[src/zrcs_pkg.sv]
// ----------------------------------------------------------------------------
// zrcs_pkg
// Shared types and constants of the zone read chunk splitter: request and
// result words, zone and status codes, controller/datapath handshake structs.
// ----------------------------------------------------------------------------
`default_nettype none

package zrcs_pkg;

   localparam int MAX_BYTES_DEF = 416;
   localparam int MAX_SLOT_DEF  = 15;
   localparam int RESULT_CAP    = 20;
   localparam int CNT_W         = $clog2(RESULT_CAP);

   // Zone codes.
   localparam logic [1:0] ZONE_CONFIG  = 2'd0;
   localparam logic [1:0] ZONE_OTP     = 2'd1;
   localparam logic [1:0] ZONE_DATA    = 2'd2;
   localparam logic [1:0] ZONE_INVALID = 2'd3;

   // Status codes.
   localparam logic [2:0] ST_OK         = 3'd0;
   localparam logic [2:0] ST_BAD_ZONE   = 3'd1;
   localparam logic [2:0] ST_BAD_SLOT   = 3'd2;
   localparam logic [2:0] ST_TOO_LARGE  = 3'd3;
   localparam logic [2:0] ST_NOT_LOCKED = 3'd4;
   localparam logic [2:0] ST_PAST_END   = 3'd5;

   // Register index of the lock register.
   localparam logic REG_LOCK = 1'b0;

   typedef struct packed {
      logic [1:0] zone;
      logic [4:0] slot;
      logic [8:0] start_offset;
      logic [8:0] byte_count;
      logic [8:0] zone_bytes;
   } req_type;

   typedef struct packed {
      logic [2:0] status;
      logic       issue_read;
      logic [3:0] block_index;
      logic [2:0] word_index;
      logic       read_full_block;
      logic [4:0] buffer_start;
      logic [5:0] copy_bytes;
      logic [8:0] dest_index;
      logic       last;
   } rsp_type;

   typedef struct packed {
      logic load;
      logic report;
      logic split;
   } dp_cmd_type;

   typedef struct packed {
      logic reject;
      logic last;
   } dp_stat_type;

endpackage

`default_nettype wire

[src/zrcs_csr.sv]
// ----------------------------------------------------------------------------
// zrcs_csr
// APB register slave holding the data zone lock bit.
// ----------------------------------------------------------------------------
`default_nettype none

module zrcs_csr (
   input  wire logic        clock,
   input  wire logic        reset,
   input  wire logic        psel,
   input  wire logic        penable,
   input  wire logic        pwrite,
   input  wire logic [2:0]  paddr,
   input  wire logic [31:0] pwdata,
   output logic      [31:0] prdata,
   output logic             pready,
   output logic             locked
);
   import zrcs_pkg::*;

   logic locked_ff;
   logic locked_in;
   logic wr_en;

   assign pready = 1'b1;
   assign wr_en  = psel & penable & pwrite & pready & (paddr[2] == REG_LOCK);

   always_comb begin
      locked_in = locked_ff;
      if (wr_en) begin
         locked_in = pwdata[0];
      end
   end

   always_ff @(posedge clock) begin
      if (reset) begin
         locked_ff <= 1'b0;
      end else begin
         locked_ff <= locked_in;
      end
   end

   assign prdata = (paddr[2] == REG_LOCK) ? {31'd0, locked_ff} : 32'd0;
   assign locked = locked_ff;

endmodule

`default_nettype wire

[src/zrcs_ctrl.sv]
// ----------------------------------------------------------------------------
// zrcs_ctrl
// Controller: takes a request, then either reports a status word or steps the
// datapath through the read command run until the last command.
// ----------------------------------------------------------------------------
`default_nettype none

module zrcs_ctrl (
   input  wire logic                  clock,
   input  wire logic                  reset,
   input  wire logic                  start,
   output logic                       busy,
   input  wire zrcs_pkg::dp_stat_type stat,
   output zrcs_pkg::dp_cmd_type       cmd
);
   import zrcs_pkg::*;

   typedef enum logic [1:0] {
      IDLE,
      REPORT,
      SPLIT
   } state_type;

   state_type state_ff;
   state_type state_in;

   assign busy = (state_ff != IDLE);

   always_comb begin
      state_in   = state_ff;
      cmd        = '0;
      case (state_ff)
         IDLE: begin
            if (start) begin
               cmd.load = 1'b1;
               state_in = stat.reject ? REPORT : SPLIT;
            end
         end
         REPORT: begin
            cmd.report = 1'b1;
            state_in   = IDLE;
         end
         SPLIT: begin
            cmd.split = 1'b1;
            if (stat.last) begin
               state_in = IDLE;
            end
         end
         default: begin
            state_in = IDLE;
         end
      endcase
   end

   always_ff @(posedge clock) begin
      if (reset) begin
         state_ff <= IDLE;
      end else begin
         state_ff <= state_in;
      end
   end

endmodule

`default_nettype wire

[src/zrcs_dp.sv]
// ----------------------------------------------------------------------------
// zrcs_dp
// Datapath: request checks, the block/word position counters and the
// registered result word.
// ----------------------------------------------------------------------------
`default_nettype none

module zrcs_dp #(
   parameter int MAX_BYTES = zrcs_pkg::MAX_BYTES_DEF,
   parameter int MAX_SLOT  = zrcs_pkg::MAX_SLOT_DEF
) (
   input  wire logic                 clock,
   input  wire logic                 reset,
   input  wire zrcs_pkg::req_type    req_data,
   input  wire logic                 locked,
   input  wire zrcs_pkg::dp_cmd_type cmd,
   output zrcs_pkg::dp_stat_type     stat,
   output logic                      rsp_valid,
   output zrcs_pkg::rsp_type         rsp_data
);
   import zrcs_pkg::*;

   localparam logic [8:0] MaxBytesW = 9'(MAX_BYTES);
   localparam logic [4:0] MaxSlotW  = 5'(MAX_SLOT);

   logic [8:0]       off_ff, off_in;
   logic [8:0]       len_ff, len_in;
   logic [8:0]       zsz_ff, zsz_in;
   logic [2:0]       status_ff, status_in;
   logic [3:0]       blk_ff, blk_in;
   logic [3:0]       word_ff, word_in;
   logic [8:0]       done_ff, done_in;
   logic             wmode_ff, wmode_in;
   logic [CNT_W-1:0] cnt_ff, cnt_in;
   logic             rsp_valid_ff, rsp_valid_in;
   rsp_type          rsp_ff, rsp_in;

   // Request checks, evaluated on the live request word.
   logic [8:0] zsz_sat;
   logic [9:0] req_end;
   logic [2:0] req_status;

   always_comb begin
      zsz_sat = (req_data.zone_bytes > MaxBytesW) ? MaxBytesW : req_data.zone_bytes;
      req_end = {1'b0, req_data.start_offset} + {1'b0, req_data.byte_count};
      if (req_data.zone == ZONE_INVALID) begin
         req_status = ST_BAD_ZONE;
      end else if (req_data.zone == ZONE_DATA && req_data.slot > MaxSlotW) begin
         req_status = ST_BAD_SLOT;
      end else if (req_data.byte_count > MaxBytesW || req_data.start_offset > MaxBytesW) begin
         req_status = ST_TOO_LARGE;
      end else if ((req_data.zone == ZONE_OTP || req_data.zone == ZONE_DATA) && !locked) begin
         req_status = ST_NOT_LOCKED;
      end else if (req_data.byte_count != 9'd0 && req_end > {1'b0, zsz_sat}) begin
         req_status = ST_PAST_END;
      end else begin
         req_status = ST_OK;
      end
   end

   // One read command per cycle from the current position.
   logic [9:0] blk_base;
   logic       past_zone;
   logic       wmode;
   logic [9:0] pos_abs;
   logic [3:0] wrd;
   logic [9:0] roff;
   logic [9:0] bstart;
   logic [9:0] rsz;
   logic [9:0] avail;
   logic [9:0] rem;
   logic [9:0] copy;
   logic [9:0] done_next;
   logic       cmd_last;

   always_comb begin
      blk_base  = {1'b0, blk_ff, 5'd0};
      past_zone = (blk_base + 10'd32) > {1'b0, zsz_ff};
      wmode     = wmode_ff | past_zone;
      pos_abs   = {1'b0, done_ff} + {1'b0, off_ff};
      // Entering word mode picks the word holding the next byte to copy.
      if (wmode_ff) begin
         wrd = word_ff;
      end else if (past_zone) begin
         wrd = {1'b0, pos_abs[4:2]};
      end else begin
         wrd = 4'd0;
      end
      roff      = blk_base + {4'd0, wrd, 2'd0};
      bstart    = (roff < {1'b0, off_ff}) ? ({1'b0, off_ff} - roff) : 10'd0;
      rsz       = wmode ? 10'd4 : 10'd32;
      avail     = (bstart < rsz) ? (rsz - bstart) : 10'd0;
      rem       = {1'b0, len_ff} - {1'b0, done_ff};
      copy      = (rem < avail) ? rem : avail;
      done_next = {1'b0, done_ff} + copy;
      cmd_last  = (done_next >= {1'b0, len_ff}) || (cnt_ff == CNT_W'(RESULT_CAP - 1));
   end

   assign stat.reject = (req_status != ST_OK) || (req_data.byte_count == 9'd0);
   assign stat.last   = cmd_last;

   always_comb begin
      off_in       = off_ff;
      len_in       = len_ff;
      zsz_in       = zsz_ff;
      status_in    = status_ff;
      blk_in       = blk_ff;
      word_in      = word_ff;
      done_in      = done_ff;
      wmode_in     = wmode_ff;
      cnt_in       = cnt_ff;
      rsp_valid_in = 1'b0;
      rsp_in       = rsp_ff;
      if (cmd.load) begin
         off_in    = req_data.start_offset;
         len_in    = req_data.byte_count;
         zsz_in    = zsz_sat;
         status_in = req_status;
         blk_in    = req_data.start_offset[8:5];
         word_in   = 4'd0;
         done_in   = 9'd0;
         wmode_in  = 1'b0;
         cnt_in    = '0;
      end
      if (cmd.report) begin
         rsp_valid_in  = 1'b1;
         rsp_in        = '0;
         rsp_in.status = status_ff;
         rsp_in.last   = 1'b1;
      end
      if (cmd.split) begin
         rsp_valid_in           = 1'b1;
         rsp_in.status          = ST_OK;
         rsp_in.issue_read      = 1'b1;
         rsp_in.block_index     = blk_ff;
         rsp_in.word_index      = wmode ? wrd[2:0] : 3'd0;
         rsp_in.read_full_block = !wmode;
         rsp_in.buffer_start    = bstart[4:0];
         rsp_in.copy_bytes      = copy[5:0];
         rsp_in.dest_index      = done_ff;
         rsp_in.last            = cmd_last;
         done_in                = done_next[8:0];
         wmode_in               = wmode;
         cnt_in                 = cnt_ff + 1'b1;
         if (wmode) begin
            word_in = wrd + 4'd1;
         end else begin
            blk_in = blk_ff + 4'd1;
         end
      end
   end

   always_ff @(posedge clock) begin
      if (reset) begin
         rsp_valid_ff <= 1'b0;
      end else begin
         rsp_valid_ff <= rsp_valid_in;
      end
      off_ff    <= off_in;
      len_ff    <= len_in;
      zsz_ff    <= zsz_in;
      status_ff <= status_in;
      blk_ff    <= blk_in;
      word_ff   <= word_in;
      done_ff   <= done_in;
      wmode_ff  <= wmode_in;
      cnt_ff    <= cnt_in;
      rsp_ff    <= rsp_in;
   end

   assign rsp_valid = rsp_valid_ff;
   assign rsp_data  = rsp_ff;

endmodule

`default_nettype wire

[src/zone_read_chunk_splitter.sv]
// ----------------------------------------------------------------------------
// zone_read_chunk_splitter
// Checks a zoned byte-range read request and splits it into 32-byte block and
// 4-byte word read commands, or reports a single status word.
// ----------------------------------------------------------------------------
// The first result word follows start through the controller state register and
// the registered result word. Throughput: one result word per cycle from the
// split sequencer, up to 20 per request; no new start is taken while busy.
// busy drops in the cycle the last word is shown; a new start is taken then.
// Reset (synchronous, active high) returns to idle and clears the lock bit.
// ----------------------------------------------------------------------------
`default_nettype none

module zone_read_chunk_splitter #(
   parameter int MAX_BYTES = zrcs_pkg::MAX_BYTES_DEF,
   parameter int MAX_SLOT  = zrcs_pkg::MAX_SLOT_DEF
) (
   input  wire logic              clock,
   input  wire logic              reset,
   input  wire logic              start,
   output logic                   busy,
   input  wire zrcs_pkg::req_type req_data,
   output logic                   rsp_valid,
   output zrcs_pkg::rsp_type      rsp_data,
   input  wire logic              psel,
   input  wire logic              penable,
   input  wire logic              pwrite,
   input  wire logic [2:0]        paddr,
   input  wire logic [31:0]       pwdata,
   output logic      [31:0]       prdata,
   output logic                   pready
);
   import zrcs_pkg::*;

   logic        locked;
   dp_cmd_type  cmd;
   dp_stat_type stat;

   zrcs_csr u_csr (
      .clock   (clock),
      .reset   (reset),
      .psel    (psel),
      .penable (penable),
      .pwrite  (pwrite),
      .paddr   (paddr),
      .pwdata  (pwdata),
      .prdata  (prdata),
      .pready  (pready),
      .locked  (locked)
   );

   zrcs_ctrl u_ctrl (
      .clock (clock),
      .reset (reset),
      .start (start),
      .busy  (busy),
      .stat  (stat),
      .cmd   (cmd)
   );

   zrcs_dp #(
      .MAX_BYTES (MAX_BYTES),
      .MAX_SLOT  (MAX_SLOT)
   ) u_dp (
      .clock     (clock),
      .reset     (reset),
      .req_data  (req_data),
      .locked    (locked),
      .cmd       (cmd),
      .stat      (stat),
      .rsp_valid (rsp_valid),
      .rsp_data  (rsp_data)
   );

endmodule

`default_nettype wire

[config.mk]
export PLATFORM = sky130hd
export DESIGN_NAME = zone_read_chunk_splitter
export DESIGN_NICKNAME = d
export VERILOG_FILES = /design/src/zrcs_pkg.sv /design/src/zrcs_csr.sv /design/src/zrcs_ctrl.sv /design/src/zrcs_dp.sv /design/src/zone_read_chunk_splitter.sv
export SDC_FILE = /design/constraint.sdc
export NUM_CORES = 1
export LEC_CHECK = 0
export BUFFER_PORTS_ARGS = -buffer_cell sky130_fd_sc_hd__buf_2
export CAP_MARGIN = 20
export CORE_ASPECT_RATIO = 0.6
export CORE_MARGIN = 2
export CORE_UTILIZATION = 44
export DETAILED_ROUTE_END_ITERATION = 10
export PLACE_DENSITY = 0.67
export SETUP_SLACK_MARGIN = 0.2
export SLEW_MARGIN = 40
export SYNTH_ARGS = -nofsm -noshare
export SYNTH_HDL_FRONTEND = slang
export SYNTH_HIERARCHICAL = 1
export SYNTH_SLANG_ARGS = --single-unit
[constraint.sdc]
create_clock -name clock -period 20.5 [get_ports clock]
set_input_delay 3.075 -clock clock [delete_from_list [all_inputs] [get_ports clock]]
set_output_delay 3.075 -clock clock [all_outputs]
set_load 0.05 [all_outputs]
Word level (Yosys, flattened, before mapping)
Cells that the tools add are included.
{"block": "word_totals", "output_inout_bits": 68, "regBits": 90, "inputBits": 75, "elab_cells": 110}
{"block": "classes", "n_lt_le_gt_ge": 10, "n_addsub": 11, "n_eq_ne": 8, "bitwise": 5, "mux": 38, "reduce_logical": 17}
{"cell": "29-bit 2-to-1 mux", "n": 2}
{"cell": "10-bit 2-to-1 mux", "n": 3}
{"cell": "4-bit 2-to-1 mux", "n": 7}
{"cell": "9-bit > comparator (second input constant)", "n": 3}
{"cell": "9-bit 2-to-1 mux", "n": 3}
{"cell": "3-bit 2-to-1 mux", "n": 7}
{"cell": "10-bit by 9-bit > comparator with 1-bit output", "n": 2}
{"cell": "10-bit < comparator", "n": 2}
{"cell": "9-bit by 10-bit adder with 10-bit output", "n": 1}
{"cell": "9-bit by 6-bit adder with 10-bit output", "n": 1}
{"cell": "9-bit by 6-bit adder with 10-bit output (second input constant)", "n": 1}
{"cell": "9-bit by 9-bit adder with 10-bit output", "n": 1}
{"cell": "10-bit by 9-bit >= comparator with 1-bit output", "n": 1}
{"cell": "10-bit by 9-bit < comparator with 1-bit output", "n": 1}
{"cell": "5-bit 2-to-1 mux", "n": 2}
{"cell": "10-bit subtractor", "n": 1}
{"cell": "9-bit by 10-bit subtractor with 10-bit output", "n": 1}
{"cell": "9-bit by 9-bit subtractor with 10-bit output", "n": 1}
{"cell": "9-bit logical NOT", "n": 1}
{"cell": "1-bit 2-to-1 mux", "n": 9}
{"cell": "9-bit nonzero test", "n": 1}
{"cell": "4-bit by 1-bit adder with 4-bit output (second input constant)", "n": 2}
{"cell": "2-bit equality test (second input constant)", "n": 3}
{"cell": "2-bit 2-to-1 mux", "n": 3}
{"cell": "19 further kinds", "n": 30}

Depth between registers and ports, before layout
{"block": "depth", "word_depth": 16, "mapped_depth": 58}

Hierarchy
The synthesis kept the hierarchy.
{"mod": "zrcs_dp", "cells_per_inst": 639, "area_each_um2": 6286.0, "n_inst": 1}
{"mod": "zrcs_csr", "cells_per_inst": 40, "area_each_um2": 309.0, "n_inst": 1}
{"mod": "zrcs_ctrl", "cells_per_inst": 10, "area_each_um2": 105.1, "n_inst": 1}

Worst setup path after synthesis
Ideal clock, no wire load.
{"block": "synth_timing", "kind": "flip-flop to flip-flop", "startpoint": "reg u_dp.blk_ff[2]", "endpoint": "reg u_ctrl.state_ff[1]", "setup_slack_ns": 10.279, "setup_time_ns": 0.079, "arrival_ns": 10.142, "path_buffers": 3, "synth_period_minus_slack_ns": 10.221, "path_stages_with_launch": 56, "required_time_ns": 20.421, "cell_sequence": "dfxtp_1 buf_2 nand3_1 xnor2_1 ha_1 a41o_1 a21o_1 a21oi_2 o31ai_1 ha_1 inv_1 ha_1 nor2_1 a311o_1 a2111o_1 nand3_1 nand2_2 nor2_1 [20 not listed] o2bb2ai_1 ha_1 inv_1 fa_1 inv_1 ha_1 a21o_1 a21o_1 a21o_1 a21oi_1 nor2b_1 o21ai_0 a21oi_1 nor3_1 o21ai_1 buf_4 or2b_1 a211oi_2"}
{"block": "synth_between", "elab_chain_len": 16, "elab_cells_between_ends": 20, "classes_between": "add/sub (5); order compare (5); eq/ne (1); mux (6); bitwise (1); reduce/logical (2)"}
{"item": "from (decl)", "line": "zrcs_dp.sv:30", "source": "logic [3:0] blk_ff, blk_in;"}
{"item": "from (signal assigned)", "line": "zrcs_dp.sv:163", "source": "blk_ff <= blk_in;"}
{"item": "9-bit by 6-bit adder with 10-bit output (*)", "line": "zrcs_dp.sv:78", "source": "past_zone = (blk_base + 10'd32) > {1'b0, zsz_ff};"}
{"item": "10-bit by 9-bit > comparator with 1-bit output (*)", "line": "zrcs_dp.sv:78"}
{"item": "3-bit 2-to-1 mux (*)", "line": "zrcs_dp.sv:84", "source": "end else if (past_zone) begin"}
{"item": "4-bit 2-to-1 mux (*)", "line": "zrcs_dp.sv:82", "source": "if (wmode_ff) begin"}
{"item": "9-bit by 6-bit adder with 10-bit output (*)", "line": "zrcs_dp.sv:89", "source": "roff = blk_base + {4'd0, wrd, 2'd0};"}
{"item": "net u_dp.roff[2]", "line": "zrcs_dp.sv:67", "source": "logic [9:0] roff;"}
{"item": "9-bit by 10-bit subtractor with 10-bit output / 10-bit by 9-bit < comparator with 1-bit output (equally long branches)", "line": "zrcs_dp.sv:90", "source": "bstart = (roff < {1'b0, off_ff}) ? ({1'b0, off_ff} - roff) : 10'd0;"}
{"item": "10-bit 2-to-1 mux (*)", "line": "zrcs_dp.sv:90"}
{"item": "[4 not listed]"}
{"item": "net u_dp.copy[0]", "line": "zrcs_dp.sv:72", "source": "logic [9:0] copy;"}
{"item": "9-bit by 10-bit adder with 10-bit output (*)", "line": "zrcs_dp.sv:95", "source": "done_next = {1'b0, done_ff} + copy;"}
{"item": "net u_dp.done_next[1]", "line": "zrcs_dp.sv:73", "source": "logic [9:0] done_next;"}
{"item": "10-bit by 9-bit >= comparator with 1-bit output (*)", "line": "zrcs_dp.sv:96", "source": "cmd_last = (done_next >= {1'b0, len_ff}) || (cnt_ff == CNT_W'(RESULT_CAP - 1));"}
{"item": "1-bit logical OR (*)", "line": "zrcs_dp.sv:96"}
{"item": "net u_dp.cmd_last", "line": "zrcs_dp.sv:74", "source": "logic cmd_last;"}
{"item": "2-bit by 1-bit inequality test with 1-bit output (no source line) (*)"}
{"item": "2-bit AND reduction (no source line) (*)"}
{"item": "to (signal assigned)", "line": "zrcs_ctrl.sv:59", "source": "state_ff <= state_in;"}
{"item": "to (decl)", "line": "zrcs_ctrl.sv:24", "source": "state_type state_ff;"}
Mark *: on every way through the listed nets, which the timed path passes. The rest lies on a longest branch.
A chain may end at the register's enable or synchronous reset.

==> reports/qor.yml <==
outcome: "finished clean"
synth_compound_area_frac: 0.1492
die_w_um: 163.3
p_per_area_nw_per_um2: 104.4
synth_edf_count: 74
drive_gt1_frac: 0.1563
synthArstFlopShare: 0
ant_nets: 0
place_inst: 950
ys_types: 78
dr.pass1.iters: 5
synth_top_family_by_area: "simple AND/OR/NAND/NOR gates"
p_leak_uw: 0.003357
nNetsFinal: 918
worstSkewPairLatency_ns: 0.35
critPathMaxFanout: 12
synth_top_area_cell: "edfxtp_1"
clkPwrFrac: 0.206
clock_skew_ns: 0.009965
clk_pin_slew_worst_paths_ns: 0.07
worstPathArrival_ns: 12.57
rows: 34
ys_ff_latch: 90
ys_top_cells_by_area: "edfxtp_1 33%, ha_1 14%, dfxtp_1 4.8%, buf_4 3.8%, xnor2_1 3.8%"
hold_end: "u_dp/rsp_data[32]"
fillers: 1356
fin_cells: 966
ios: 143
dieArea_sq_um: 16260
cts_buffer_depth: 2
core_sq_um: 14680
critPathMaxStageDelay_ns: 0.60
min_from: "u_dp/status_ff[2]"
grt_start_max_net_pins: 42
areaGrowthSynthToFinish_pct: 11.24
combinationalPowerShare: 0.498
synthAdderAreaFrac: 0.1542
ys.flop_type: "edfxtp_1"
cp_slowest_cell: "o41ai_4"
required_ns: 20.78
r2r.worst_path.cells: 52
fin_crit_sh: 0.5994
clkSinkCount: 90
cts_buffers: 9
grt_pass1_vias: 4897
antennaDiodeCount: 0
p_switching_uw: 333.6
drt_iter0_drc: 366
initial_utilization: 0.4565
swShare: 0.4288
die_h_um: 99.59
ys_warn_count: 6
rr_startpoint: "u_dp/blk_ff[2]"
drt_wl_total_um: 15800
grtUsageTotal: 0.1991
r2r_setup_slack_ns: 8.21
via_count: 5121
cts_resized: 0
synth.top_cell.area_share: 0.3317
whs_path_depth: 2
hold_viol: 0
cts_root_buf: "clkbuf_16"
dp.final_hpwl_um: 12630
synth.area.mux_share: 0.01419
htree_levels: 3
globalplace.congestion: 0.8767
grt_pass1_wl_um: 24850
cellInternalPower_uw: 444.3
synth.avg_cell_area_sq_um: 9.724
finalMaxSlewViolations: 0
synthSimpleGateAreaFrac: 0.1697
max_freq_mhz: 81.38
worstSetupStartpointType: "register"
vias_per_cell: 5.301
r2r_end: "u_ctrl/state_ff[1]"
antenna_found_initial: 0
grt_overflow: 0
cpMostUsedCell: "ha_1"
setup_violations: 0
cts_tree: "done"
holdBufCountCts: 0
slew_headroom: 0.4474
wl_per_cell_um: 16.35
rsz0062_at_grt: "false"
tns_ns: 0
cts_setup_buffers: 0
layout_min_cycle_time_ns: 12.29
end_kind: "register"
fin_area_sq_um: 7453
syn_area_sq_um: 6700
power_uw: 777.9
postPlaceCellArea_sq_um: 7168
hp-class: "register to register"
drv_cap: 0
worst_pin_slew_ns: 0.8280
ys_seq_area_frac: 0.3795
drc: 0
netlist_instances: 689
portBuffers: 73
share_seq_of_total_power: 0.297
synth_xor_area_frac: 0.04967
ir_drop_mv: 0.06435
worstSetupPathType: "register to register"
## cells in the final DEF (no fill, tap or decap), drive strengths merged, types with 5 or more instances in the layout
cell type,n
o21ai,24
nand2,51
and3,8
and2,23
nor2,56
conb,36
edfxtp,74
o21bai,5
nand4,5
clkbuf,9
xor2,9
nor2b,9
mux2i,8
dfxtp,16
nand2b,8
o21a,8
nor3,8
or2,5
a211oi,9
buf,75
inv,71
a21oi,41
ha,77
a21o,16
nand3,20
xnor2,29
## synthesized netlist by cell type, types with 2 or more instances
cell type,instances
nand2b_1,7
nor2b_1,9
a21boi_0,3
a21oi_1,40
nand2_1,49
conb_1,3
a41o_1,2
o21a_1,8
clkbuf_1,8
o31ai_1,2
o221ai_1,2
and2_1,23
nor4_1,4
mux2i_1,8
a31oi_1,3
and4_1,2
inv_1,65
a211oi_2,3
o2bb2ai_1,2
o21ai_0,23
buf_4,34
nor2_1,56
xnor2_1,29
or3_1,3
or4_1,3
ha_1,77
and3_1,7
fa_1,3
nand3_1,19
or2b_1,3
a211oi_1,5
buf_2,3
or2_2,5
nand4_1,5
nand2_2,2
o211ai_1,2
a21o_1,16
o211ai_2,2
nand3b_1,3
o21bai_1,5
xor2_1,9
edfxtp_1,74
nor3_1,8
dfxtp_1,16
## per-layer routing
metal	global-route usage	part of all wire	up-vias
li1	-	-	2512
met5	0	0	-
met3	0.04003	0.078	13
met2	0.2941	0.39	209
met4	0.02995	0.010	0
met1	0.3049	0.52	2387
## logic make-up (layout without fill, tap and decap cells)
group / after synthesis / in the layout
AO/OA/AOI/OAI: 137 / 137
XOR/XNOR: 38 / 38
adder cells (fa/ha/maj): 81 / 81
buffers and inverters: 111 / 157
flip-flops: 90 / 90
multiplexers: 9 / 9
other: 3 / 36
AND/OR/NAND/NOR: 220 / 220
## critical path: cells and delay by family, from the launching register on
kind / cells / cell delay [ns]
buf+inv: 1 / 0.06
flops: 1 / 0.52
mux: 1 / 0.22
simple gates: 15 / 3.04
fa+ha+maj: 7 / 1.99
xor+xnor: 2 / 0.47
compound gates: 26 / 5.92
## power by group through the flow
stage | Sequential (uW) | Clock (uW) | Combinational (uW)
2_1_floorplan | 253 | 0 | 279
3_3_place_gp | 234 | 0 | 362
3_5_place_dp | 234 | 0 | 378
4_1_cts | 231 | 165 | 381
5_1_grt | 233 | 171 | 428
6_report | 231 | 160 | 387
## layout make-up
type                            count  area [sq um]  share of cell area
Sequential cell                    90          2542              0.3411
Timing Repair Buffer               75         380.4             0.05103
Multi-Input combinational cell    521          3752              0.5034
Tap cell                          198         247.7             0.03324
Clock buffer                        9         225.2             0.03022
Clock inverter                      7         57.56            0.007722
Inverter                           66         247.7             0.03324
## flip-flops by register name, indices dropped and copies added (netlist names)
name and count:
u_csr/locked 1, u_ctrl/state_ff 2, u_dp/blk_ff 4, u_dp/cnt_ff 5
u_dp/done_ff 9, u_dp/len_ff 9, u_dp/off_ff 9, u_dp/rsp_data 33
u_dp/rsp_valid 1, u_dp/status_ff 3, u_dp/wmode_ff 1, u_dp/word_ff 4
u_dp/zsz_ff 9
## through the flow
stage,setup WS [ns],hold WS (ns),utilization
floorplan,10.28,0.4541,-
global placement,8.487,0.4612,0.4876
detailed placement,8.389,0.4855,0.4884
CTS,8.298,0.4965,0.5077
global route,7.320,0.5240,0.5078
finish,8.212,0.4913,0.5078
## worst max path at each step
stage / startpoint / to / slack, ns
2_1_floorplan: u_dp/blk_ff[2] / u_ctrl/state_ff[1] / 10.28
3_3_place_gp: u_dp/blk_ff[2] / u_ctrl/state_ff[1] / 8.49
3_5_place_dp: u_dp/blk_ff[2] / u_ctrl/state_ff[1] / 8.39
4_1_cts: u_dp/blk_ff[2] / u_ctrl/state_ff[1] / 8.30
5_1_grt: u_dp/blk_ff[2] / u_ctrl/state_ff[1] / 7.32
6_report: u_dp/blk_ff[2] / u_ctrl/state_ff[1] / 8.21
(Power assumes the default switching activity.)
